[src/sv/crc10fc_pkg.sv]
// Shared types and constants for the CRC-10 register frame checker.
// Used by every module of the block; depends on nothing else.
`default_nettype none

package crc10fc_pkg;

  // Number of device groups in a frame before the index wraps to zero.
  localparam int MAX_DEVICES = 16;
  // Device counter width: at least four bits so the reported index is always a slice.
  localparam int DEV_W = (MAX_DEVICES > 16) ? $clog2(MAX_DEVICES) : 4;
  localparam logic [DEV_W-1:0] DEV_LAST = DEV_W'(MAX_DEVICES - 1);

  // CRC-10 polynomial and seed.
  localparam logic [9:0] CRC_POLY = 10'h08F;
  localparam logic [9:0] CRC_INIT = 10'd16;

  // Largest usable data byte count; the position counter is six bits wide.
  localparam logic [5:0] DB_MAX   = 6'd62;
  localparam logic [5:0] DB_RESET = 6'd6;

  // Which part of a byte enters the CRC.
  typedef enum logic {
    CRC_DATA_BYTE,
    CRC_COUNTER_BITS
  } crc_mode_t;

  // One received byte with its frame start flag.
  typedef struct packed {
    logic       start_frame;
    logic [7:0] rx_byte;
  } rx_item_t;

  // One checked device group.
  typedef struct packed {
    logic       pec_mismatch;
    logic [9:0] computed_pec;
    logic [9:0] received_pec;
    logic [5:0] cmd_count;
    logic [3:0] device_index;
  } pec_result_t;

endpackage

`default_nettype wire

[src/sv/crc10fc_crc_step.sv]
// Unrolled MSB-first CRC-10 update over one byte or over the six counter bits.
// Depends on crc10fc_pkg.
`default_nettype none

module crc10fc_crc_step (
  input  crc10fc_pkg::crc_mode_t mode,
  input  logic [9:0]             rem_in,
  input  logic [7:0]             data,
  output logic [9:0]             rem_out
);
  import crc10fc_pkg::*;

  logic [9:0] x;

  // Fold the incoming bits into the top of the remainder, then shift them out.
  always_comb begin
    if (mode == CRC_DATA_BYTE) begin
      x = rem_in ^ {data, 2'b00};
    end else begin
      x = rem_in ^ {data[7:2], 4'b0000};
    end
    for (int i = 0; i < 8; i++) begin
      if (mode == CRC_DATA_BYTE || i < 6) begin
        if (x[9]) begin
          x = {x[8:0], 1'b0} ^ CRC_POLY;
        end else begin
          x = {x[8:0], 1'b0};
        end
      end
    end
    rem_out = x;
  end

endmodule

`default_nettype wire

[src/sv/crc10fc_core.sv]
// Frame state of the checker: byte position, device counter, CRC remainder
// and held counter byte, updated once per byte. Depends on crc10fc_pkg and
// crc10fc_crc_step.
`default_nettype none

module crc10fc_core (
  input  logic                     clk,
  input  logic                     rst_n,
  input  logic                     item_valid,
  input  crc10fc_pkg::rx_item_t    item,
  input  logic [5:0]               data_bytes,
  input  logic                     out_free,
  output logic                     take,
  output logic                     res_valid,
  output crc10fc_pkg::pec_result_t result
);
  import crc10fc_pkg::*;

  logic [9:0]       crc_r, crc_nxt;
  logic [5:0]       pos_r, pos_nxt;
  logic [DEV_W-1:0] dev_r, dev_nxt;
  logic [7:0]       held_r, held_nxt;

  logic [9:0]       crc0, crc_step;
  logic [5:0]       pos0, db;
  logic [DEV_W-1:0] dev0;
  logic             is_data, is_counter, is_result;
  logic [9:0]       rx_pec;
  crc_mode_t        mode;

  // A start flag restarts the frame before the byte is handled.
  always_comb begin
    pos0 = item.start_frame ? 6'd0 : pos_r;
    dev0 = item.start_frame ? '0 : dev_r;
    crc0 = item.start_frame ? CRC_INIT : crc_r;
    db   = (data_bytes > DB_MAX) ? DB_MAX : data_bytes;
  end

  // Classify the byte by its place in the group.
  assign is_data    = pos0 < db;
  assign is_counter = pos0 == db;
  assign is_result  = !is_data && !is_counter;
  assign mode       = is_data ? CRC_DATA_BYTE : CRC_COUNTER_BITS;

  crc10fc_crc_step u_crc_step (
    .mode    (mode),
    .rem_in  (crc0),
    .data    (item.rx_byte),
    .rem_out (crc_step)
  );

  // A byte that closes a group waits until the result register can take it.
  assign take      = item_valid && (!is_result || out_free);
  assign res_valid = take && is_result;

  // Result fields of a closed group.
  always_comb begin
    rx_pec              = {held_r[1:0], item.rx_byte};
    result.device_index = dev0[3:0];
    result.cmd_count    = held_r[7:2];
    result.received_pec = rx_pec;
    result.computed_pec = crc0;
    result.pec_mismatch = rx_pec != crc0;
  end

  // Next state for a transferred byte.
  always_comb begin
    crc_nxt  = crc_r;
    pos_nxt  = pos_r;
    dev_nxt  = dev_r;
    held_nxt = held_r;
    if (take) begin
      if (is_result) begin
        crc_nxt = CRC_INIT;
        pos_nxt = 6'd0;
        dev_nxt = (dev0 == DEV_LAST) ? '0 : dev0 + 1'b1;
      end else begin
        crc_nxt = crc_step;
        pos_nxt = pos0 + 6'd1;
        dev_nxt = dev0;
        if (is_counter) begin
          held_nxt = item.rx_byte;
        end
      end
    end
  end

  always_ff @(posedge clk) begin
    if (!rst_n) begin
      crc_r  <= CRC_INIT;
      pos_r  <= 6'd0;
      dev_r  <= '0;
      held_r <= 8'd0;
    end else begin
      crc_r  <= crc_nxt;
      pos_r  <= pos_nxt;
      dev_r  <= dev_nxt;
      held_r <= held_nxt;
    end
  end

endmodule

`default_nettype wire

[config.mk]
export PLATFORM = sky130hd
export DESIGN_NAME = crc10fc_core
export DESIGN_NICKNAME = d
export VERILOG_FILES = /design/src/sv/crc10fc_pkg.sv /design/src/sv/crc10fc_crc_step.sv /design/src/sv/crc10fc_core.sv
export SDC_FILE = /design/constraint.sdc
export NUM_CORES = 1
export LEC_CHECK = 0
export ABC_AREA = 1
export BUFFER_PORTS_ARGS = -buffer_cell sky130_fd_sc_hd__buf_2
export CORE_MARGIN = 2
export CORE_UTILIZATION = 56
export DETAILED_ROUTE_END_ITERATION = 8
export PLACE_DENSITY = 0.85
export SYNTH_ARGS = -nofsm -noshare
export SYNTH_HDL_FRONTEND = slang
export SYNTH_HIERARCHICAL = 1
export SYNTH_SLANG_ARGS = --single-unit
[constraint.sdc]
create_clock -name clk -period 4.38 [get_ports clk]
set_clock_uncertainty 0.2 [all_clocks]
set_input_delay 1.314 -clock clk [delete_from_list [all_inputs] [get_ports clk]]
set_output_delay 1.314 -clock clk [all_outputs]
set_load 0.01 [all_outputs]
==> flow_summary.yaml <==
status:
  outcome: "completed"
sta:
  hold_violations: 0
  worstMarginPinSlew_ns: 0.4309
  period_needed_ns: 4.258
  setup_violations: 0
  slew_headroom_pct: 71.10
  fin_tns_setup_ns: 0
  timing.final.crit_share_pct: 97.22
  fmax_mhz: 234.8
  rsz0062_at_grt: "no"
  slew_violations: 0
power_and_ir_drop:
  p_leak_nw: 1.718
  ir_worst_vdd_v: 0.0002147
  p_per_area_nw_per_um2: 267.5
synth:
  ys_seq_area_share_pct: 20.99
  synthesis.nets: 486
  ys_ff_latch: 28
  synthDistinctLibCells: 30
  syn_avg_cell_area_um2: 5.817
  syn_inst: 459
  syn_area_um2: 2670
  synth_warnings: 6
global_routing:
  grt_pass1_wl_mm: 10.62
  antenna_found_initial: 0
  grt.total_usage_pct: 24.86
  grt_max_degree: 21
  met1_usage_pct: 32.69
  grt_pass1_vias: 2442
  overflow: 0
  use_met2_pct: 42.44
  grt.busiest_layer: "met2"
  use_met3_pct: 2.762
setup_path:
  cp_slowest_cell: "ha_1"
  path_class: "input pin to output port"
  crit_arrival_ns: 2.74
  crit_path_end_kind: "output port"
  cp_max_fo: 7
  crit_chain: "buf_2, inv_2, nand2_1, inv_1, ha_1, nand2_2, nor2_4, nand3_4, nand2_4, nand2_2, nand2_1, buf_2"
  critPathMaxStageDelay_ns: 0.28
  startpoint_type: "input pin"
  worstPathRequired_ns: 2.87
cts:
  cts_resized: 0
  cts_hold_buf: 0
  root_buffer: "clkbuf_8"
  post_cts_buffers: 0
  clkTransAtPathRegs_ns: 0.09
  ctsLongestPathBuffers: 2
  numCtsBuffers: 3
  worstSkewPairLatency_ns: 0.27
  cts_sinks: 28
  cts_tree: "done"
  htreeDepth: 1
detailed_routing:
  dr.first_iter.drc_count: 150
  routed_wl_mm: 6.523
  drc: 0
  wl_per_cell_um: 11.73
  ant_nets: 0
  vias: 2914
  drtPass1Iterations: 5
  vias_per_cell: 5.241
flow_run:
  cap_violations: 0
final_layout:
  layout_common_cells: "nand2_1 (175), inv_1 (77), buf_2 (51)"
  layout.nets: 530
  drive_above_1_share_pct: 18.73
  syn2layout_area_growth_pct: 11.20
  num_antenna_cells: 0
  mostFrequentLayoutCell: "nand2_1"
  final_core_util_pct: 63.70
floorplan:
  start_util_pct: 57.29
  dieArea_um2: 5336
  die_w_um: 73.05
  placeableCoreArea_um2: 4661
  pin_count: 52
  num_rows: 25
  fp.dieH_um: 73.05
min_path:
  holdCritPathClass: "register to register"
placement:
  dp_hpwl_mm: 5.140
  gp_congestion: 0.8886
  portBuffers: 51
## layer usage
metal  up-vias  wire length [µm]
li1       1478                 -
met1      1309              2833
met2       115              3150
met3        12               445
met4         0                94
met5         -                 0
## through the flow
step / power, W / instances / setup WS (ns) / cell area (µm²) / hold slack, ns
2_1_floorplan: 0.0005214 / 459 / 0.02253 / 2670 / 0.2342
3_3_place_gp: 0.0005839 / 552 / 0.1804 / 2895 / 0.2480
3_5_place_dp: 0.0005918 / 552 / 0.07164 / 2895 / 0.2552
4_1_cts: 0.0007910 / 556 / 0.07184 / 2967 / 0.2684
5_1_grt: 0.0008480 / 556 / 0.01005 / 2969 / 0.2905
6_report: 0.0007942 / 556 / 0.1219 / 2969 / 0.2702
## flip-flops by register name (all words and copies together) (netlist names)
| register | count |
|---|---|
| pos_r | 6 |
| dev_r | 4 |
| held_r | 8 |
| crc_r | 10 |
## kinds of logic (layout without fill, tap and decap cells)
kind of cell / after synthesis / after routing / synth area share (%)
flip-flops: 28 / 28 / 20.99
AO/OA/AOI/OAI: 36 / 36 / 6.889
buffers and inverters: 102 / 145 / 17.43
XOR/XNOR: 18 / 18 / 5.904
adder cells (fa/ha/maj): 8 / 8 / 3.749
AND/OR/NAND/NOR: 267 / 267 / 45.03
## layout make-up
class	instances	area (µm²)
fillers	439	1692
multi-input cells	329	1647
flip-flops and latches	28	560.5
inverters	84	322.8
repair buffers	57	300.3
well taps	54	67.56
clock buffers	3	41.29
clock inverters	1	30.03
## worst max-delay path, delay by kind of cell
kind | cells | cell delay (ns)
adders and majority gates | 1 | 0.28
buffers and inverters | 4 | 0.36
and+or+nand+nor | 7 | 0.77
## path summary, 6_finish.rpt
path / startpoint / end / slack, ns / depth (start not counted)
worst min register to register: crc_r[6] / crc_r[6] / 0.27 / 2
worst min-delay path: crc_r[6] / crc_r[6] / 0.27 / 2
worst max register to register: pos_r[5] / crc_r[3] / 1.54 / 21
worst max-delay path: item[8] / take / 0.12 / 12
## power breakdown
group | switching, W | internal [W]
Combinational | 0.000201 | 0.000110
Clock | 0.0000797 | 0.000122
Sequential | 0.00000945 | 0.000272
## synthesized netlist by cell type
cell / n / area share [%]
nor3_1: 4 / 0.75
nand3_1: 14 / 2.6
inv_8: 1 / 0.42
nand3_2: 2 / 0.75
nand3_4: 4 / 2.6
buf_2: 1 / 0.19
nor2_1: 29 / 4.1
xnor2_1: 6 / 2.0
inv_2: 3 / 0.42
nand2_4: 1 / 0.42
dfxtp_1: 28 / 21
clkinv_1: 2 / 0.28
a21oi_1: 22 / 4.1
clkbuf_1: 3 / 0.42
o21ai_0: 11 / 2.1
ha_1: 8 / 3.7
inv_1: 78 / 11
nand2_1: 175 / 25
nand3b_1: 2 / 0.56
nor4_1: 1 / 0.23
nand2_2: 19 / 4.5
nor2_4: 1 / 0.42
nand4_1: 15 / 3.5
clkbuf_8: 1 / 0.52
xor2_1: 12 / 3.9
a31oi_1: 1 / 0.23
buf_6: 4 / 1.7
buf_4: 9 / 2.5
o21a_1: 1 / 0.28
o21ai_1: 1 / 0.19
(Power assumes the default switching activity.)
